## src/rtl/core/lirr_pkg.sv

```systemverilog
// Shared constants, types and tables of the linear interpolation resample reader.
`default_nettype none

package lirr_pkg;

  // Sizing
  localparam int unsigned BUFFER_SAMPLES = 1024;
  localparam int unsigned MAX_CHANNELS   = 8;
  localparam int unsigned FRAC_BITS      = 16;
  localparam int unsigned QUEUE_DEPTH    = 2;

  // Fixed field widths
  localparam int unsigned SAMPLE_W       = 16;
  localparam int unsigned CH_OUT_W       = 3;
  localparam int unsigned CHANS_CFG_W    = 4;
  localparam int unsigned FRAMES_CFG_W   = 11;
  localparam int unsigned RATE_W         = 24;
  localparam int unsigned CFG_DATA_W     = 24;
  localparam int unsigned CFG_IDX_W      = 2;

  // Derived widths
  localparam int unsigned STORE_DEPTH = BUFFER_SAMPLES + MAX_CHANNELS;
  localparam int unsigned AW     = $clog2(STORE_DEPTH);
  localparam int unsigned FW     = $clog2(BUFFER_SAMPLES + 1);
  localparam int unsigned CW     = $clog2(MAX_CHANNELS + 1);
  localparam int unsigned IW     = (MAX_CHANNELS > 1) ? $clog2(MAX_CHANNELS) : 1;
  localparam int unsigned PW     = FW + FRAC_BITS;
  localparam int unsigned SUM_W  = ((PW > RATE_W) ? PW : RATE_W) + 1;
  localparam int unsigned MOD_W  = SUM_W - FRAC_BITS;
  localparam int unsigned CNT_W  = $clog2(MOD_W);
  localparam int unsigned PRODW  = FRAC_BITS + SAMPLE_W + 2;
  localparam int unsigned FCMP_W = (FW > FRAMES_CFG_W) ? FW : FRAMES_CFG_W;
  localparam int unsigned QPTR_W = (QUEUE_DEPTH > 1) ? $clog2(QUEUE_DEPTH) : 1;
  localparam int unsigned QCNT_W = $clog2(QUEUE_DEPTH + 1);

  // Configuration register indexes
  localparam logic [CFG_IDX_W-1:0] CFG_CHANNEL_COUNT     = 2'd0;
  localparam logic [CFG_IDX_W-1:0] CFG_FRAMES_PER_BUFFER = 2'd1;
  localparam logic [CFG_IDX_W-1:0] CFG_RATE_STEP         = 2'd2;

  // Configuration reset values
  localparam logic [CHANS_CFG_W-1:0]  RST_CHANNEL_COUNT     = 4'd1;
  localparam logic [FRAMES_CFG_W-1:0] RST_FRAMES_PER_BUFFER = 11'd1024;
  localparam logic [RATE_W-1:0]       RST_RATE_STEP         = 24'd65536;

  typedef enum logic {
    ACT_WRITE = 1'b0,
    ACT_TICK  = 1'b1
  } action_e;

  typedef struct packed {
    action_e                     action;
    logic signed [SAMPLE_W-1:0]  sample;
  } cmd_t;

  // Clamped configuration as the back end sees it
  typedef struct packed {
    logic [CW-1:0]     chans;
    logic [FW-1:0]     frames;
    logic [FW-1:0]     used;
    logic [RATE_W-1:0] rate;
  } eff_t;

  typedef struct packed {
    logic                we;
    logic [AW-1:0]       waddr;
    logic [SAMPLE_W-1:0] wdata;
    logic [AW-1:0]       raddr;
  } ram_req_t;

  // Largest frame count for each channel count (entry k holds frames for k+1 channels)
  typedef logic [FW-1:0] cap_tbl_t [MAX_CHANNELS];

  function automatic cap_tbl_t build_frame_caps();
    cap_tbl_t    tbl;
    int unsigned rem;
    int unsigned quo;
    for (int unsigned k = 1; k <= MAX_CHANNELS; k++) begin
      rem = 0;
      quo = 0;
      for (int b = 31; b >= 0; b--) begin
        rem = (rem << 1) | ((BUFFER_SAMPLES >> b) & 1);
        quo = quo << 1;
        if (rem >= k) begin
          rem = rem - k;
          quo = quo | 1;
        end
      end
      tbl[k-1] = FW'(quo);
    end
    return tbl;
  endfunction

  localparam cap_tbl_t FRAME_CAP = build_frame_caps();

endpackage

`default_nettype wire

```

## src/rtl/core/lirr_front.sv

```systemverilog
// Front end: accepts input items, classifies them and holds them in a short queue.
`default_nettype none

module lirr_front
  import lirr_pkg::*;
(
  input  wire logic                       clk_i,
  input  wire logic                       rst_ni,
  input  wire logic                       in_valid_i,
  output logic                            in_stall_o,
  input  wire logic                       action_i,
  input  wire logic signed [SAMPLE_W-1:0] sample_in_i,
  output logic                            cmd_valid_o,
  output cmd_t                            cmd_o,
  input  wire logic                       cmd_pop_i
);

  cmd_t              entry_q [QUEUE_DEPTH];
  logic [QPTR_W-1:0] wr_ptr_q, wr_ptr_d;
  logic [QPTR_W-1:0] rd_ptr_q, rd_ptr_d;
  logic [QCNT_W-1:0] count_q, count_d;
  logic              push, pop;
  cmd_t              cmd_in;

  assign in_stall_o  = (count_q == QCNT_W'(QUEUE_DEPTH));
  assign cmd_valid_o = (count_q != '0);
  assign cmd_o       = entry_q[rd_ptr_q];
  assign push        = in_valid_i && !in_stall_o;
  assign pop         = cmd_pop_i && cmd_valid_o;

  // Ticks carry no sample: drop it
  always_comb begin
    cmd_in.action = action_i ? ACT_TICK : ACT_WRITE;
    cmd_in.sample = action_i ? '0 : sample_in_i;
  end

  always_comb begin
    wr_ptr_d = wr_ptr_q;
    rd_ptr_d = rd_ptr_q;
    count_d  = count_q;
    if (push) begin
      wr_ptr_d = (wr_ptr_q == QPTR_W'(QUEUE_DEPTH - 1)) ? '0 : QPTR_W'(wr_ptr_q + 1'b1);
    end
    if (pop) begin
      rd_ptr_d = (rd_ptr_q == QPTR_W'(QUEUE_DEPTH - 1)) ? '0 : QPTR_W'(rd_ptr_q + 1'b1);
    end
    unique case ({push, pop})
      2'b10:   count_d = QCNT_W'(count_q + 1'b1);
      2'b01:   count_d = QCNT_W'(count_q - 1'b1);
      default: count_d = count_q;
    endcase
  end

  always_ff @(posedge clk_i or negedge rst_ni) begin
    if (!rst_ni) begin
      wr_ptr_q <= '0;
      rd_ptr_q <= '0;
      count_q  <= '0;
    end else begin
      wr_ptr_q <= wr_ptr_d;
      rd_ptr_q <= rd_ptr_d;
      count_q  <= count_d;
    end
  end

  always_ff @(posedge clk_i) begin
    if (push) begin
      entry_q[wr_ptr_q] <= cmd_in;
    end
  end

endmodule

`default_nettype wire

```

## config.mk

```make
export PLATFORM = sky130hd
export DESIGN_NAME = lirr_front
export DESIGN_NICKNAME = d
export VERILOG_FILES = /design/src/rtl/core/lirr_pkg.sv /design/src/rtl/core/lirr_front.sv
export SDC_FILE = /design/constraint.sdc
export NUM_CORES = 1
export LEC_CHECK = 0
export BUFFER_PORTS_ARGS = -buffer_cell sky130_fd_sc_hd__buf_4
export CAP_MARGIN = 20
export CORE_MARGIN = 2
export CORE_UTILIZATION = 54
export DETAILED_ROUTE_END_ITERATION = 8
export PLACE_DENSITY = 0.84
export SETUP_SLACK_MARGIN = 0.05
export SYNTH_ARGS = -nofsm -noshare
export SYNTH_HDL_FRONTEND = slang
export SYNTH_SLANG_ARGS = --single-unit
```

## constraint.sdc

```tcl
create_clock -name clk_i -period 3.7 [get_ports clk_i]
set_input_delay 0.185 -clock clk_i [delete_from_list [all_inputs] [get_ports clk_i]]
set_output_delay 0.185 -clock clk_i [all_outputs]
set_load 0.02 [all_outputs]
```

Yosys cells after proc, flatten, opt, wreduce, memory -nomap -nowiden:

Memory sizes are Yosys's and may differ from the RTL's.
Cells that the tools add are included.

* bits in registers: 4
* bits in writable memories: 34
* input bits: 21
* output and inout bits: 19
* memories kept: 1

* add/sub/neg operators: 4
* equality and inequality tests: 3
* multiplexer cells: 7
* reductions and logical operators: 5

Memory list
* entry_q: words 2, width 17, rd ports 1, clocked after memory_dff 0, write ports 1, line lirr_front.sv:18 `cmd_t entry_q [QUEUE_DEPTH];`

Operators with widths (count)
* $mux 16: 1
* $mux 1: 5
* $eq 2x2->1 const B: 2
* $pmux 2 s2: 1
* $reduce_bool 2->1: 2
* $add 1x1->1 const B: 2
* $add 2x1->2 const B: 1
* $eq 2x1->1 const B: 1
* $logic_and 1x1->1: 2
* $sub 2x1->2 const B: 1
* $logic_not 1->1: 1

Longest topological paths before layout:

* word-level depth: 5
* gate-level depth with buffers: 6
* mapped depth without buffers: 6

Worst setup path after synthesis:

No wires, ideal clock.

* path kind: register to register
* from: register count_q[0]
* to: memory entry_q[0][0] in the netlist's numbering, enable pin
* arrival: 1365 ps
* setup slack: 1944 ps
* stages on the path, launching flop included: 4
* clock period less this slack: 1756 ps
* path through: dfrtp_1 > nand2b_1 > nand2_1 > nor2_1

* longest elaborated chain between the ends: 5

Ends and longest elaborated chain
* start: declaration: line lirr_front.sv:21 `logic [QCNT_W-1:0] count_q, count_d;`
* start signal: assignment: line lirr_front.sv:62 `count_q <= count_d;`
* $eq 2x2->1: line lirr_front.sv:25 `assign in_stall_o = (count_q == QCNT_W'(QUEUE_DEPTH));`
* $logic_not 1->1: line lirr_front.sv:28 `assign push = in_valid_i && !in_stall_o;`
* $logic_and 1x1->1: line lirr_front.sv:28
* $mux 1: line lirr_front.sv:67 `if (push) begin`
* $mux 1 (implied by the code): line lirr_front.sv:68 `entry_q[wr_ptr_q] <= cmd_in;`
* end: declaration: line lirr_front.sv:18

No other way between the ends.

==> summary.md <==
| Metric | Value |
|---|---|
| Worst skew pair latency | around 0.33 ns |
| Critical Path Sink Type | output port |
| CP required | around 3.5 ns |
| Slew HR | 0.483 |
| Clock slew at reported path FFs | between 0.1 and 0.15 ns |
| Worst setup path start | rd_ptr_q |
| Worst reg-to-reg setup slack | 2.07 ns |
| CP endpoint | cmd_o[12] |
| Post-route ant nets | 0 |
| H-tree lvl count | 2 |
| Max-cap violation count | 0 |
| Top Layer Used | met4 |
| Peak supply drop | between 0.0005 and 0.0006 V |
| Ant. Diodes | 0 |
| Metal-1 WL | roughly 990 µm |
| Cell Count, Final, Fillers Out | about 170 |
| Post-Syn Nets | between 100 and 150 |
| DP Cell Count | about 160 |
| Worst slew pin tran | approximately 0.78 ns |
| Initial Util | 0.565 |
| Netlist cell types | 17 |
| Max Root-Sink Buffers | 2 |
| DRC violation count after routing | 0 |
| TritonCTS clock tree | yes |
| Setup CP Type | reg -> out |
| Post-synthesis sequential area ratio | 0.726 |
| Post-Syn Instances | 88 |
| P per Cell Area | roughly 740 mW/mm² |
| Vias | 834 |
| Core area | between 0.002 and 0.003 mm² |
| Crit-path max FO | 18 |
| Post-DP Area | approximately 0.0019 mm² |
| Fraction of layout cells with a size suffix above 1 | 0.478 |
| Die H | between 50 and 60 µm |
| Gr ovfl total | 0 |
| Largest net degree at the start of global routing | 19 |
| Drt via density | a little over 5 |
| Synth Area per Inst | roughly 18 µm² |
| Clk sink count | 38 |
| Layout area overhead | 24.1% |
| Status | finished, final reports clean |
| First-pass GRT wire length | 3820 µm |
| Root Buffer | clkbuf_4 |
| Final wirelength | roughly 2400 µm |
| Setup WS post-layout | 1.75 ns |
| Yosys warns | 0 |
| Fin crit share | 0.527 |
| RSZ-0062 raised after global routing | false |
| Commonest non-fill, non-tap cell in the layout | buf_4 |
| Mapped cell area | ~0.0015 mm² |
| TritonRoute pass-1 iters | 2 |
| Fmax | approximately 510 MHz |
| Num CTS Buffers | 5 |
| FF+latch count, synth | 38 |
| DR WL met2 | about 1200 µm |
| Pre-CTS setup slack | 2.07 ns |
| Iter 0 DRT Violations | 19 |
| WL/cell | about 14 µm |
| GRT Total Usage | 0.162 |
| Arrival time worst endpoint | between 1.5 and 2 ns |
| Setup violators final | 0 |
| CP startpoint kind | register |
| Reg2Reg Depth | 2 |
| Number of global-route vias before repair | ~860 |
| Hold Path Class | in -> reg |
| Met3 WL post-DR | between 150 and 200 µm |
| Setup TNS | 0 ns |
| Minimum clock period | around 1.9 ns |
| Row count | 19 |
| Clock Skews | roughly 0.012 ns |
| PortBufs | 39 |
| Die width | 57.5 µm |
| Final core occ | 0.702 |
| Reg2reg end | entry_q[1][2] |
| Fin. Hold Viols | 0 |
| Initial antenna violation count | 0 |
| Slew Limit Fails | 0 |
| Die area | 0.00331 mm² |
| GPL Wtd Cong | 0.662 |
| Design area | between 0.0015 and 0.002 mm² |
| I/O Pins | 40 |
| Hold path depth | 3 |
| Worst r2r src | count_q[0] |
| Most frequent cells in the layout | 40 x buf_4, 34 x edfxtp_1, 17 x mux2_2 |
| Leakage | a little under 0.8 nW |
| NumNets Final | roughly 160 |
| Cts repair resizes | 0 |
state kept, by name (all words and copies together) (netlist names):
signal / cells
entry_q: 34
count_q: 2
rd_ptr_q: 1
wr_ptr_q: 1
layer usage:
layer | track usage | vias up
li1 | - | 409
met1 | 0.188 | 391
met2 | 0.260 | 28
met3 | 0.0658 | 6
met4 | 0.0797 | 0
met5 | 0 | -
cell families after synthesis:
group,synth area share
and+or+nand+nor,0.0947
muxes,0.124
DFF,0.726
adders and majority gates,0.00810
xor gates and xnor gates,0.0283
buffers and inverters,0.0194
synth_stat cells:
| library cell | n | area (µm²) |
|---|---|---|
| nor2b_1 | 10 | 62.6 |
| xnor2_1 | 3 | 26.3 |
| nor2_1 | 2 | 7.51 |
| ha_1 | 1 | 12.5 |
| nand2_1 | 1 | 3.75 |
| nand2b_1 | 1 | 6.26 |
| inv_1 | 1 | 3.75 |
| edfxtp_1 | 34 | 1020 |
| mux2_2 | 17 | 191 |
| and2_4 | 1 | 8.76 |
| dfrtp_1 | 4 | 100 |
| clkbuf_1 | 1 | 3.75 |
| xor2_1 | 2 | 17.5 |
| buf_6 | 2 | 22.5 |
| or2_1 | 1 | 6.26 |
| and3_1 | 1 | 6.26 |
| and2b_1 | 6 | 45.0 |
worst min path at each step:
stage,from,endpoint
final,cmd_pop_i,rd_ptr_q
after global routing,cmd_pop_i,rd_ptr_q
after CTS,cmd_pop_i,rd_ptr_q
after detailed placement,rst_ni,rd_ptr_q
after global placement,rst_ni,count_q[0]
after floorplan,rst_ni,count_q[0]
area by class of cell:
class / instances / area [µm²]
sequential: 38 / 1120
timing repair buffer: 41 / 310
tap: 31 / 38.8
inverter: 1 / 3.75
clock inverter: 2 / 8.76
multi-input combinational: 46 / 394
fill: 198 / 816
clock buffer: 6 / 41.3
metrics by stage:
stage / hold slack (ns) / total power, W
detailed placement: -0.0144 / 0.00123
CTS: 0.125 / 0.00143
global route: 0.120 / 0.00149
finish: 0.140 / 0.00141
global placement: -0.0162 / 0.00122
floorplan: -0.111 / 0.00104
report_power, final:
part	switching, W	internal (W)	total [W]
Clock	0.000124	0.0000714	0.000196
Combinational	0.000273	0.000273	0.000547
Sequential	0.0000716	0.000596	0.000668
Total	0.000469	0.000941	0.00141
critical path, stage by stage (launching register included):
cell and delay (ns):
dfrtp_1 0.84, mux2_2 0.42, buf_4 0.16
repair_timing:
item                                   in CTS  in global routing
hold buffers                                1                  0
endpoints found under the hold margin       4                  0
buffers inserted                            0                  0
Power figures use the tool's default switching activity.
