<file path="src/rtl/core/lirr_pkg.sv">
// Shared constants, types and tables of the linear interpolation resample reader.
`default_nettype none

package lirr_pkg;

  // Sizing
  localparam int unsigned BUFFER_SAMPLES = 1024;
  localparam int unsigned MAX_CHANNELS   = 8;
  localparam int unsigned FRAC_BITS      = 16;
  localparam int unsigned QUEUE_DEPTH    = 2;

  // Fixed field widths
  localparam int unsigned SAMPLE_W       = 16;
  localparam int unsigned CH_OUT_W       = 3;
  localparam int unsigned CHANS_CFG_W    = 4;
  localparam int unsigned FRAMES_CFG_W   = 11;
  localparam int unsigned RATE_W         = 24;
  localparam int unsigned CFG_DATA_W     = 24;
  localparam int unsigned CFG_IDX_W      = 2;

  // Derived widths
  localparam int unsigned STORE_DEPTH = BUFFER_SAMPLES + MAX_CHANNELS;
  localparam int unsigned AW     = $clog2(STORE_DEPTH);
  localparam int unsigned FW     = $clog2(BUFFER_SAMPLES + 1);
  localparam int unsigned CW     = $clog2(MAX_CHANNELS + 1);
  localparam int unsigned IW     = (MAX_CHANNELS > 1) ? $clog2(MAX_CHANNELS) : 1;
  localparam int unsigned PW     = FW + FRAC_BITS;
  localparam int unsigned SUM_W  = ((PW > RATE_W) ? PW : RATE_W) + 1;
  localparam int unsigned MOD_W  = SUM_W - FRAC_BITS;
  localparam int unsigned CNT_W  = $clog2(MOD_W);
  localparam int unsigned PRODW  = FRAC_BITS + SAMPLE_W + 2;
  localparam int unsigned FCMP_W = (FW > FRAMES_CFG_W) ? FW : FRAMES_CFG_W;
  localparam int unsigned QPTR_W = (QUEUE_DEPTH > 1) ? $clog2(QUEUE_DEPTH) : 1;
  localparam int unsigned QCNT_W = $clog2(QUEUE_DEPTH + 1);

  // Configuration register indexes
  localparam logic [CFG_IDX_W-1:0] CFG_CHANNEL_COUNT     = 2'd0;
  localparam logic [CFG_IDX_W-1:0] CFG_FRAMES_PER_BUFFER = 2'd1;
  localparam logic [CFG_IDX_W-1:0] CFG_RATE_STEP         = 2'd2;

  // Configuration reset values
  localparam logic [CHANS_CFG_W-1:0]  RST_CHANNEL_COUNT     = 4'd1;
  localparam logic [FRAMES_CFG_W-1:0] RST_FRAMES_PER_BUFFER = 11'd1024;
  localparam logic [RATE_W-1:0]       RST_RATE_STEP         = 24'd65536;

  typedef enum logic {
    ACT_WRITE = 1'b0,
    ACT_TICK  = 1'b1
  } action_e;

  typedef struct packed {
    action_e                     action;
    logic signed [SAMPLE_W-1:0]  sample;
  } cmd_t;

  // Clamped configuration as the back end sees it
  typedef struct packed {
    logic [CW-1:0]     chans;
    logic [FW-1:0]     frames;
    logic [FW-1:0]     used;
    logic [RATE_W-1:0] rate;
  } eff_t;

  typedef struct packed {
    logic                we;
    logic [AW-1:0]       waddr;
    logic [SAMPLE_W-1:0] wdata;
    logic [AW-1:0]       raddr;
  } ram_req_t;

  // Largest frame count for each channel count (entry k holds frames for k+1 channels)
  typedef logic [FW-1:0] cap_tbl_t [MAX_CHANNELS];

  function automatic cap_tbl_t build_frame_caps();
    cap_tbl_t    tbl;
    int unsigned rem;
    int unsigned quo;
    for (int unsigned k = 1; k <= MAX_CHANNELS; k++) begin
      rem = 0;
      quo = 0;
      for (int b = 31; b >= 0; b--) begin
        rem = (rem << 1) | ((BUFFER_SAMPLES >> b) & 1);
        quo = quo << 1;
        if (rem >= k) begin
          rem = rem - k;
          quo = quo | 1;
        end
      end
      tbl[k-1] = FW'(quo);
    end
    return tbl;
  endfunction

  localparam cap_tbl_t FRAME_CAP = build_frame_caps();

endpackage

`default_nettype wire

</file>
<file path="src/rtl/core/lirr_back.sv">
// Back end: stores samples, advances the read position and interpolates each channel.
`default_nettype none

module lirr_back
  import lirr_pkg::*;
(
  input  wire logic                  clk_i,
  input  wire logic                  rst_ni,
  input  wire eff_t                  eff_i,
  input  wire logic                  cmd_valid_i,
  input  wire cmd_t                  cmd_i,
  output logic                       cmd_pop_o,
  output ram_req_t                   ram_req_o,
  input  wire logic [SAMPLE_W-1:0]   ram_rdata_i,
  input  wire logic                  out_stall_i,
  output logic                       out_valid_o,
  output logic signed [SAMPLE_W-1:0] sample_out_o,
  output logic [CH_OUT_W-1:0]        channel_index_o,
  output logic                       last_o,
  output logic                       refill_request_o
);

  localparam logic [3:0] S_IDLE  = 4'd0;
  localparam logic [3:0] S_WRITE = 4'd1;
  localparam logic [3:0] S_GUARD = 4'd2;
  localparam logic [3:0] S_MOD   = 4'd3;
  localparam logic [3:0] S_ADV   = 4'd4;
  localparam logic [3:0] S_BASE  = 4'd5;
  localparam logic [3:0] S_RD0   = 4'd6;
  localparam logic [3:0] S_RD1   = 4'd7;
  localparam logic [3:0] S_MUL   = 4'd8;
  localparam logic [3:0] S_OUT   = 4'd9;

  logic [3:0]                 state_q, state_d;
  logic [FW-1:0]              wi_q, wi_d;
  logic [PW-1:0]              pos_q, pos_d;
  logic                       out_valid_q, out_valid_d;

  logic [SAMPLE_W-1:0]        smp_q, smp_d;
  logic [AW-1:0]              gaddr_q, gaddr_d;
  logic [MOD_W-1:0]           modv_q, modv_d;
  logic [FW-1:0]              r_q, r_d;
  logic [CNT_W-1:0]           cnt_q, cnt_d;
  logic                       phase_q, phase_d;
  logic [FRAC_BITS-1:0]       frac_q, frac_d;
  logic [FRAC_BITS-1:0]       nfrac_q, nfrac_d;
  logic [FW-1:0]              n_q, n_d;
  logic                       refill_q, refill_d;
  logic [AW-1:0]              addr0_q, addr0_d;
  logic [IW-1:0]              ch_q, ch_d;
  logic signed [SAMPLE_W-1:0] x0_q, x0_d;
  logic signed [PRODW-1:0]    prod_q, prod_d;

  logic signed [SAMPLE_W-1:0] out_smp_q, out_smp_d;
  logic [CH_OUT_W-1:0]        out_ch_q, out_ch_d;
  logic                       out_last_q, out_last_d;
  logic                       out_refill_q, out_refill_d;

  logic                       out_free;
  logic [FW:0]                r_sh;
  logic [FW-1:0]              r_nx;
  logic [FW-1:0]              wi_eff;
  logic [FW-1:0]              wi_inc;
  logic [SUM_W-1:0]           adv_sum;
  logic [MOD_W-1:0]           adv_int;
  logic signed [SAMPLE_W:0]   diff;
  logic signed [PRODW-1:0]    y_full;
  logic                       ch_last;

  assign out_free = !out_valid_q || !out_stall_i;

  // One restoring remainder step against the frame count
  assign r_sh = {r_q, modv_q[MOD_W-1]};
  assign r_nx = (r_sh >= (FW+1)'(eff_i.frames)) ? FW'(r_sh - (FW+1)'(eff_i.frames))
                                                  : FW'(r_sh);

  assign wi_eff  = (wi_q >= eff_i.used) ? '0 : wi_q;
  assign wi_inc  = FW'(wi_eff + 1'b1);
  assign adv_sum = SUM_W'({n_q, frac_q}) + SUM_W'(eff_i.rate);
  assign adv_int = adv_sum[SUM_W-1:FRAC_BITS];
  assign diff    = (SAMPLE_W+1)'($signed(ram_rdata_i)) - (SAMPLE_W+1)'(x0_q);
  assign y_full  = (prod_q >>> FRAC_BITS) + PRODW'(x0_q);
  assign ch_last = (CW'(ch_q) == CW'(eff_i.chans - 1'b1));

  always_comb begin
    state_d      = state_q;
    wi_d         = wi_q;
    pos_d        = pos_q;
    out_valid_d  = out_valid_q;
    smp_d        = smp_q;
    gaddr_d      = gaddr_q;
    modv_d       = modv_q;
    r_d          = r_q;
    cnt_d        = cnt_q;
    phase_d      = phase_q;
    frac_d       = frac_q;
    nfrac_d      = nfrac_q;
    n_d          = n_q;
    refill_d     = refill_q;
    addr0_d      = addr0_q;
    ch_d         = ch_q;
    x0_d         = x0_q;
    prod_d       = prod_q;
    out_smp_d    = out_smp_q;
    out_ch_d     = out_ch_q;
    out_last_d   = out_last_q;
    out_refill_d = out_refill_q;
    cmd_pop_o    = 1'b0;
    ram_req_o.we    = 1'b0;
    ram_req_o.waddr = AW'(wi_eff);
    ram_req_o.wdata = smp_q;
    ram_req_o.raddr = addr0_q;

    if (out_valid_q && !out_stall_i) begin
      out_valid_d = 1'b0;
    end

    unique case (state_q)
      S_IDLE: begin
        if (cmd_valid_i) begin
          cmd_pop_o = 1'b1;
          if (cmd_i.action == ACT_TICK) begin
            modv_d  = MOD_W'(pos_q[PW-1:FRAC_BITS]);
            frac_d  = pos_q[FRAC_BITS-1:0];
            r_d     = '0;
            cnt_d   = CNT_W'(MOD_W - 1);
            phase_d = 1'b0;
            state_d = S_MOD;
          end else begin
            smp_d   = cmd_i.sample;
            state_d = S_WRITE;
          end
        end
      end
      S_WRITE: begin
        ram_req_o.we = 1'b1;
        gaddr_d = AW'(wi_eff) + AW'(eff_i.chans);
        wi_d    = (wi_inc >= eff_i.used) ? '0 : wi_inc;
        // The last frame also lands in the guard frame after it
        state_d = (wi_eff >= FW'(eff_i.used - FW'(eff_i.chans))) ? S_GUARD : S_IDLE;
      end
      S_GUARD: begin
        ram_req_o.we    = 1'b1;
        ram_req_o.waddr = gaddr_q;
        state_d = S_IDLE;
      end
      S_MOD: begin
        r_d    = r_nx;
        modv_d = MOD_W'(modv_q << 1);
        cnt_d  = CNT_W'(cnt_q - 1'b1);
        if (cnt_q == '0) begin
          if (!phase_q) begin
            n_d     = r_nx;
            state_d = S_ADV;
          end else begin
            pos_d   = {r_nx, nfrac_q};
            state_d = S_BASE;
          end
        end
      end
      S_ADV: begin
        nfrac_d  = adv_sum[FRAC_BITS-1:0];
        refill_d = (adv_int >= MOD_W'(eff_i.frames));
        modv_d   = adv_int;
        r_d      = '0;
        cnt_d    = CNT_W'(MOD_W - 1);
        phase_d  = 1'b1;
        state_d  = S_MOD;
      end
      S_BASE: begin
        addr0_d = AW'(n_q * eff_i.chans);
        ch_d    = '0;
        state_d = S_RD0;
      end
      S_RD0: begin
        state_d = S_RD1;
      end
      S_RD1: begin
        ram_req_o.raddr = AW'(addr0_q + AW'(eff_i.chans));
        x0_d    = $signed(ram_rdata_i);
        state_d = S_MUL;
      end
      S_MUL: begin
        prod_d  = $signed({1'b0, frac_q}) * diff;
        state_d = S_OUT;
      end
      S_OUT: begin
        if (out_free) begin
          out_valid_d  = 1'b1;
          out_smp_d    = y_full[SAMPLE_W-1:0];
          out_ch_d     = CH_OUT_W'(ch_q);
          out_last_d   = ch_last;
          out_refill_d = refill_q;
          if (ch_last) begin
            state_d = S_IDLE;
          end else begin
            ch_d    = IW'(ch_q + 1'b1);
            addr0_d = AW'(addr0_q + 1'b1);
            state_d = S_RD0;
          end
        end
      end
      default: begin
        state_d = S_IDLE;
      end
    endcase
  end

  always_ff @(posedge clk_i or negedge rst_ni) begin
    if (!rst_ni) begin
      state_q     <= S_IDLE;
      wi_q        <= '0;
      pos_q       <= '0;
      out_valid_q <= 1'b0;
    end else begin
      state_q     <= state_d;
      wi_q        <= wi_d;
      pos_q       <= pos_d;
      out_valid_q <= out_valid_d;
    end
  end

  always_ff @(posedge clk_i) begin
    smp_q        <= smp_d;
    gaddr_q      <= gaddr_d;
    modv_q       <= modv_d;
    r_q          <= r_d;
    cnt_q        <= cnt_d;
    phase_q      <= phase_d;
    frac_q       <= frac_d;
    nfrac_q      <= nfrac_d;
    n_q          <= n_d;
    refill_q     <= refill_d;
    addr0_q      <= addr0_d;
    ch_q         <= ch_d;
    x0_q         <= x0_d;
    prod_q       <= prod_d;
    out_smp_q    <= out_smp_d;
    out_ch_q     <= out_ch_d;
    out_last_q   <= out_last_d;
    out_refill_q <= out_refill_d;
  end

  assign out_valid_o      = out_valid_q;
  assign sample_out_o     = out_smp_q;
  assign channel_index_o  = out_ch_q;
  assign last_o           = out_last_q;
  assign refill_request_o = out_refill_q;

endmodule

`default_nettype wire

</file>
<file path="config.mk">
export PLATFORM = sky130hd
export DESIGN_NAME = lirr_back
export DESIGN_NICKNAME = d
export VERILOG_FILES = /design/src/rtl/core/lirr_pkg.sv /design/src/rtl/core/lirr_back.sv
export SDC_FILE = /design/constraint.sdc
export NUM_CORES = 1
export LEC_CHECK = 0
export ABC_AREA = 1
export BUFFER_PORTS_ARGS = -buffer_cell sky130_fd_sc_hd__buf_2
export CAP_MARGIN = 20
export CORE_UTILIZATION = 35
export CTS_CLUSTER_SIZE = 8
export DETAILED_ROUTE_END_ITERATION = 10
export GPL_TIMING_DRIVEN = 0
export PLACE_DENSITY = 0.61
export SLEW_MARGIN = 20
export SYNTH_ARGS = -nofsm -noshare
export SYNTH_HDL_FRONTEND = slang
export SYNTH_SLANG_ARGS = --single-unit
</file>
<file path="constraint.sdc">
create_clock -name clk_i -period 6.18 [get_ports clk_i]
set_input_delay 0.927 -clock clk_i [delete_from_list [all_inputs] [get_ports clk_i]]
set_output_delay 0.927 -clock clk_i [all_outputs]
set_load 0.02 [all_outputs]
</file>
# After elaboration in Yosys (flattened, before gate mapping)
# Cells that the tools add are included.
dict set report classes {
  bitwise_logic 2
  n_lt_le_gt_ge 5
  muxes 37
  n_mul 2
  n_eq_ne 15
  reduce_logical 19
  n_addsub 12
}
# cell n
set ops {}
lappend ops {{$mux 11} 9}
lappend ops {{$pmux 12 s3} 1}
lappend ops {{$pmux 4 s9} 1}
lappend ops {{$ge 11x11->1} 3}
lappend ops {{$pmux 11 s3} 1}
lappend ops {{$mul 17x17->32} 1}
lappend ops {{$add 27x24->28} 1}
lappend ops {{$ge 12x11->1} 2}
lappend ops {{$mux 12} 2}
lappend ops {{$reduce_and 3->1} 8}
lappend ops {{$add 11x1->11 const B} 2}
lappend ops {{$add 11x4->11} 2}
lappend ops {{$pmux 11 s2} 1}
lappend ops {{$mux 4} 5}
lappend ops {{$sub 16x16->17} 1}
lappend ops {{$add 16x16->16} 1}
lappend ops {{$eq 4x3->1 const B} 4}
lappend ops {{$pmux 4 s3} 1}
lappend ops {{$mul 11x4->11} 1}
lappend ops {{$sub 11x11->11} 1}
lappend ops {{$sub 11x4->11} 1}
lappend ops {{$ne 2x2->1 const B} 5}
lappend ops {{$mux 1} 9}
lappend ops {{$mux 3} 3}
lappend ops {{18 further kinds} 26}
dict set report totals {
  output_inout_bits 62
  regBits 225
  inputBits 87
  wordCells 114
}

# Depth between registers and ports, before layout
# Gate-level depths: netlist of the first run.
dict set report depth {
  depth_word 5
  depth_mapped 37
  depth_no_buf 36
}

# Least setup slack after synthesis of the first run
# OpenSTA, ideal clock, no wires.
dict set report synth_path {
  kind {input to register}
  start {input port ram_rdata_i[0]}
  end {register prod_q[22] (data pin)}
  path_stages 33
  arrival_time_ns 7.040
  required_ns 5.920
  n_path_buf 1
  slack_ns -1.120
  setup_ns 0.260
  cell_sequence {inv_1 ha_1 fa_1 inv_1 nand2_1 nand2_1 a21oi_2 o21bai_1 or2_1 nand2_1 inv_2 clkbuf_1 nand2_1 fa_1 inv_1 fa_1 inv_1 fa_1 inv_1 fa_1 fa_1 inv_1 fa_1 inv_1 ha_1 a21oi_1 inv_1 a31oi_1 a21boi_0 inv_1 a21oi_1 nand2_1 xor2_1}
}
dict set report synth_between {
  elab_chain_len 2
}
# item line_no
set synth_lines {}
lappend synth_lines {{from (decl)} lirr_back.sv:14} ;# input wire logic [SAMPLE_W-1:0] ram_rdata_i,
lappend synth_lines {{$sub 16x16->17} lirr_back.sv:81} ;# assign diff = (SAMPLE_W+1)'($signed(ram_rdata_i)) - (SAMPLE_W+1)'(x0_q);
lappend synth_lines {{$mul 17x17->32} lirr_back.sv:184} ;# prod_d = $signed({1'b0, frac_q}) * diff;
lappend synth_lines {{to (signal assigned)} lirr_back.sv:237} ;# prod_q <= prod_d;
lappend synth_lines {{to (decl)} lirr_back.sv:52} ;# logic signed [PRODW-1:0] prod_q, prod_d;
# No other way between the ends.
# A chain may end at the register's enable or synchronous reset.

# Final worst setup path of the first run
dict set report layout_path {
  start {input port ram_rdata_i[0]}
  end {register prod_q[29] (data pin)}
}
# Same word-level chain as after synthesis.

==> flow_summary.ini, run 1 <==
[sta]
finalHoldViolCount = 0
fin_crit_ns = 6.85
tns_ns = -8.93
rsz0062_at_grt = true
finalCritPeriodShare_pct = 111
timing.fmax_mhz = 146
worstMarginPinSlew_ns = 0.877
clock_skew_ns = 0.0333
fin_ws_ns = -0.674
drv_slew = 0
slew_headroom_pct = 41.5
setup_viol = 16

[yosys]
avgSynthCellArea_um2 = 8.39
synth_top_family_by_area = adder cells
seq_area_frac_synth_pct = 25.9
yosys.area_share.xor_xnor_pct = 3.66
ys_warn_count = 0
synth_cell_types = 56
synth-simple-area-share_pct = 19.5
synthCells = 2792
ys_ff_latch = 209
synth_fa_ha_area_share_pct = 33.1
synth_top_area_share_pct = 21.3
synthTopCellsByArea = edfxtp_1, fa_1, ha_1
async_flop_share_pct = 20.6
synth-main-ff-cell = edfxtp_1
synth_compound_area_share_pct = 7.75
synth_edf_count = 166
yosysTopAreaCell = edfxtp_1
synth_mux_area_share_pct = 0.0961
synth_area_mm2 = 0.0234
synth.net_count = 3360

[setup_path]
cp_num_buf_inv = 9
worst-endpoint-arrival_ns = 7.16
worstSetupEndpointType = flip-flop
path_common_cell = fa_1
cpPeakStageDelay_ns = 0.57
critical_path_class = input port to flip-flop
crit_family = adder cells
cp.required_ns = 6.49
critPathMaxFanout = 6
startpoint_type = input port
crit_slowest_cell = fa_1

[cts]
cts_max_level = 1
cts_tree = yes
cts-root-buf = clkbuf_16
cts_buffers = 31
clkLatencyLatePin_ns = 0.57
path_clk_slew_ns = 0.06
cts_buffer_depth = 3
clock_sinks = 209

[place]
dp_slack_ns = -1.62
dp.final_hpwl_mm = 52.9
port_buffers = 148
dp.cells = 3810
gp_congestion = 0.941

[final_layout]
finalNetCount = 3594
fillerInstances = 6609
seq_area_mm2 = 0.00606
final_cell_count_no_fill = 3914
area_growth_pct = 18.6
num_antenna_cells = 0
multiInputGateArea_mm2 = 0.0160
final_util_pct = 42.1
drive_above_1_share_pct = 17.4

[detailed_routing]
routed_wl_mm = 65.7
wl_per_cell_um = 16.8
ant_nets = 0
drtPass1Iterations = 8
dr.first_iter.drc_count = 1030
drc = 3
vias = 19291
avgViaCountPerCell = 4.93

[global_route]
grt_pass1_vias = 19279
met3_usage_pct = 2.15
use_met2_pct = 33.9
grt-ovfl-total = 0
grt_pass1_wl_mm = 103
grt.busiest_layer = met2
antenna_found_initial = 0
grt_start_max_net_pins = 44
track_usage_pct = 19.3
gr-usage-met1_pct = 25.2

[die]
die_w_um = 261
die_area_mm2 = 0.0680
io_pins = 149
die_h_um = 261
core_area_mm2 = 0.0660
rows = 94
start_util_pct = 35.5

[status]
status = finished, violations left
failed_checks = design-rule violations, negative setup slack

[min_path]
worstHoldPathType = input port to asynchronous set/reset pin

[job]
max_cap_viol_count = 0
## worst paths after layout
check,endpoint,startpoint,depth (start not counted),slack (ns)
min reg2reg,refill_request_o$_DFFE_PP_,refill_q$_DFFE_PP_,0,0.41
max in group asynchronous,pos_q[5]$_DFFE_PN0P_,rst_ni,1,5.29
max,prod_q[29]$_DFFE_PP_,ram_rdata_i[0],32,-0.67
min,wi_q[6]$_DFFE_PN0P_,rst_ni,1,0.39
max reg2reg,prod_q[29]$_DFFE_PP_,x0_q[0]$_DFFE_PN_,30,-0.66
min in group clk_i,refill_request_o$_DFFE_PP_,refill_q$_DFFE_PP_,0,0.41
## registers in the layout (all words and copies together), names as in the netlist, 11 cells and up
register and count:
addr0_q 11, frac_q 16, gaddr_q 11, modv_q 12
n_q 11, nfrac_q 16, pos_q 27, prod_q 16
r_q 11, sample_out_o 16, smp_q 16, wi_q 11
x0_q 16
## per-layer routing
layer / wire, µm / share of wire, % / vias to the layer above
met4: 1450 / 2.2 / 0
met1: 28500 / 43 / 9361
met2: 32300 / 49 / 463
met3: 3340 / 5.1 / 108
met5: 0 / 0 / -
li1: - / - / 9359
## cell usage after synthesis, types with 9 or more instances
| cell | count |
|---|---|
| a21oi_1 | 142 |
| xnor2_1 | 34 |
| or2_2 | 13 |
| nor3_1 | 29 |
| dfrtp_1 | 43 |
| nand4_1 | 29 |
| and2_1 | 9 |
| a21o_1 | 11 |
| inv_2 | 31 |
| nand2_2 | 14 |
| clkbuf_1 | 32 |
| ha_1 | 251 |
| nand3b_1 | 9 |
| buf_2 | 16 |
| o21ai_0 | 66 |
| nor2_1 | 241 |
| edfxtp_1 | 166 |
| o21ai_1 | 39 |
| a31oi_1 | 12 |
| nand3_1 | 128 |
| o21bai_1 | 14 |
| nand2_1 | 551 |
| fa_1 | 230 |
| xor2_1 | 62 |
| inv_1 | 532 |
## per-stage QoR
| step | hold WS, ns | area (µm²) |
|---|---|---|
| global placement | 0.411 | 25700 |
| finish | 0.386 | 27800 |
| global route | 0.411 | 27800 |
| detailed placement | 0.419 | 25800 |
| CTS | 0.381 | 27400 |
| floorplan | 0.400 | 23800 |
## layout make-up
| class | instances | area share, % |
|---|---|---|
| Multi-Input combinational cell | 1965 | 57.6 |
| Sequential cell | 209 | 21.8 |
| Inverter | 566 | 7.80 |
| Timing Repair Buffer | 203 | 4.57 |
| Tap cell | 864 | 3.89 |
| Clock buffer | 54 | 3.14 |
| Buffer | 50 | 1.09 |
| Clock inverter | 3 | 0.0585 |
## repair_timing
action	4_1_cts	5_1_grt
hold buffers	0	0
gates cloned	2	1
gates resized for setup	106	68
pin swaps	50	46
setup buffers	33	13
setup endpoints to repair	16	16
## logic make-up (layout without fill, tap and decap cells)
group                    Yosys count  after routing
flip-flops                       209            209
AND/OR/NAND/NOR                 1061           1061
XOR/XNOR                          97             97
AO/OA/AOI/OAI                    324            324
multiplexers                       2              2
adder cells (fa/ha/maj)          481            481
buffers and inverters            618            876
## cell usage in the layout, fill, tap and decap left out, types with 33 or more instances in the layout
cell / instances
a21oi_1: 122
dfrtp_1: 43
clkbuf_16: 34
inv_1: 500
xor2_1: 56
xnor2_1: 33
ha_1: 227
clkbuf_1: 50
buf_2: 155
edfxtp_1: 166
buf_4: 49
inv_2: 56
o21ai_0: 57
nand3_1: 116
nand2_1: 505
nand2_2: 38
o21ai_1: 43
fa_1: 217
nor2_1: 230
## worst register-to-register path: cells and delay by family, from the launching register on
family,cells,cell delay [ns]
XOR/XNOR,1,0.07
AO/OA/AOI/OAI,2,0.30
adder cells (fa/ha/maj),9,3.90
buffers and inverters,7,0.60
AND/OR/NAND/NOR,11,1.28
flip-flops,1,0.43
Power of run 1 is left out: the tool's default activity adds up to more than one toggle a clock period on the data nets, which glitch-free logic cannot reach.
==> run 2, diff against run 1 <==
--- a/config.mk
+++ b/config.mk
@@ -5,7 +5,6 @@
 export SDC_FILE = /design/constraint.sdc
 export NUM_CORES = 1
 export LEC_CHECK = 0
-export ABC_AREA = 1
 export BUFFER_PORTS_ARGS = -buffer_cell sky130_fd_sc_hd__buf_2
 export CAP_MARGIN = 20
 export CORE_UTILIZATION = 35
==> flow_summary.ini, run 2 <==
[detailed_routing]
dr.first_iter.drc_count = 939
ant_nets = 0
wl_per_cell_um = 17.6
routed_wl_mm = 59.6
drtPass1Iterations = 7
avgViaCountPerCell = 5.00
drc = 0
vias = 16907

[yosys]
synth_area_mm2 = 0.0223
synth.net_count = 2854
ys_warn_count = 0
synthCells = 2286
synth-main-ff-cell = edfxtp_1
synth_edf_count = 166
async_flop_share_pct = 20.6
avgSynthCellArea_um2 = 9.77
yosysMostFrequentCell = inv_1
synthTopCellsByArea = edfxtp_1, fa_1, ha_1
synth_commonest_cells = inv_1, ha_1, nand2_1
yosysTopAreaCell = edfxtp_1
ys_ff_latch = 209
synth_top_area_share_pct = 22.3
seq_area_frac_synth_pct = 27.1
synth_cell_types = 66

[sta]
slew_headroom_pct = 36.7
clock_skew_ns = 0.0373
drv_slew = 0
rsz0062_at_grt = true
worstMarginPinSlew_ns = 0.948
finalHoldViolCount = 0
timing.fmax_mhz = 129
fin_crit_ns = 7.78
tns_ns = -20.56
finalCritPeriodShare_pct = 126
fin_ws_ns = -1.60
setup_viol = 16

[setup_path]
worstSetupEndpointType = flip-flop
cp.required_ns = 6.49
crit_slowest_cell = fa_1
critical_path_class = input port to flip-flop
startpoint_type = input port
worst-endpoint-arrival_ns = 8.09
path_common_cell = fa_1
critPathMaxFanout = 6
cpPeakStageDelay_ns = 0.57

[final_layout]
largest_register_ffs = 27
fillerInstances = 6177
seq_area_mm2 = 0.00606
finalNetCount = 3078
drive_above_1_share_pct = 15.6
final_cell_mix = inv_1, nand2_1, ha_1, fa_1, edfxtp_1
area_growth_pct = 17.5
final_common_cell = inv_1
final_cell_count_no_fill = 3382
top_register = pos_q
multiInputGateArea_mm2 = 0.0153

[global_route]
track_usage_pct = 18.7
grt_pass1_vias = 17926
grt_pass1_wl_mm = 94.8
grt_start_max_net_pins = 44
grt-ovfl-total = 0
antenna_found_initial = 4

[cts]
cts_buffers = 30
cts_hold_buf = 0
cts_buffer_depth = 3
cts-root-buf = clkbuf_16
clkLatencyLatePin_ns = 0.59
clock_sinks = 209
path_clk_slew_ns = 0.05
cts_max_level = 1
cts_tree = yes

[status]
failed_checks = negative setup slack
status = finished, violations left

[die]
die_h_um = 255
rows = 92
io_pins = 149
die_area_mm2 = 0.0649
die_w_um = 255
core_area_mm2 = 0.0631
start_util_pct = 35.4

[place]
gp_congestion = 0.920
port_buffers = 148
dp.final_hpwl_mm = 47.4
dp.cells = 3282

[min_path]
worstHoldPathType = input port to asynchronous set/reset pin

[job]
max_cap_viol_count = 0
[run 2: cell count changes after synthesis, moves of 28 or more]
cell and delta:
and2_1 +84, xor2_1 -36, nor2_1 -131, o21ai_1 -33, inv_1 -145, nor2b_1 +65, a21oi_1 -61, nand3_1 -100
clkbuf_1 +28, inv_2 -31, nand2_1 -305, xnor2_1 +71
[run 2: path summary, 6_finish.rpt]
path / from / slack, ns / to / depth (start not counted)
max in group asynchronous: rst_ni / 5.36 / state_q[2]$_DFFE_PN0P_ / 1
min in group clk_i: refill_q$_DFFE_PP_ / 0.42 / refill_request_o$_DFFE_PP_ / 0
hold / removal: rst_ni / 0.35 / wi_q[9]$_DFFE_PN0P_ / 1
setup / recovery: ram_rdata_i[5] / -1.60 / prod_q[27]$_DFFE_PP_ / 31
setup reg to reg: x0_q[1]$_DFFE_PN_ / -1.58 / prod_q[27]$_DFFE_PP_ / 33
hold reg to reg: refill_q$_DFFE_PP_ / 0.42 / refill_request_o$_DFFE_PP_ / 0
[run 2: critical path, delay by kind of cell]
kind                       cells  cell delay (ns)
and+or+nand+nor                4             0.94
AOI/OAI and AO/OA             10             1.61
adders and majority gates      8             3.64
xor gates and xnor gates       1             0.08
buffers and inverters          8             0.89
[run 2: stage by stage]
| stage | setup slack [ns] | hold slack [ns] | cell area (µm²) | util, % |
|---|---|---|---|---|
| after floorplan | -1.51 | 0.400 | 22700 | - |
| after global placement | -2.97 | 0.410 | 24500 | 38.8 |
| after detailed placement | -3.02 | 0.410 | 24500 | 38.9 |
| after CTS | -1.57 | 0.351 | 25900 | 41.1 |
| after global routing | -1.76 | 0.374 | 26200 | 41.6 |
| final | -1.60 | 0.345 | 26300 | 41.6 |
[run 2: kinds of logic after synthesis]
| group | Yosys count | share of synthesized area (%) |
|---|---|---|
| simple gates | 663 | 14.6 |
| fa+ha+maj | 481 | 34.7 |
| buf+inv | 452 | 7.61 |
| compound gates | 314 | 9.12 |
| flops | 209 | 27.1 |
| xor+xnor | 131 | 5.14 |
| mux | 36 | 1.75 |
[run 2: layer usage]
layer  share of wire, %  global-route usage (%)  up-vias
met5              0.023                       0        -
li1                   -                       -     7957
met2                 47                    31.4      413
met1                 45                    25.0     8455
met3                5.6                    2.88       80
met4                2.3                    4.65        2
[run 2: cell type report]
class | instances | share of cell area [%]
inverter | 388 | 5.60
antenna | 3 | 0.0286
tap | 846 | 4.03
clock inverter | 1 | 0.114
clock buffer | 54 | 3.24
timing repair buffer | 192 | 4.31
sequential | 209 | 23.1
buffer | 64 | 1.34
multi-input combinational | 1625 | 58.2
[run 2: repair_timing]
action	CTS	global route
setup buffers	30	15
endpoints found under the setup margin	16	16
gates resized for setup	59	47
pin swaps	26	20
Power of run 2 is left out for the same reason.
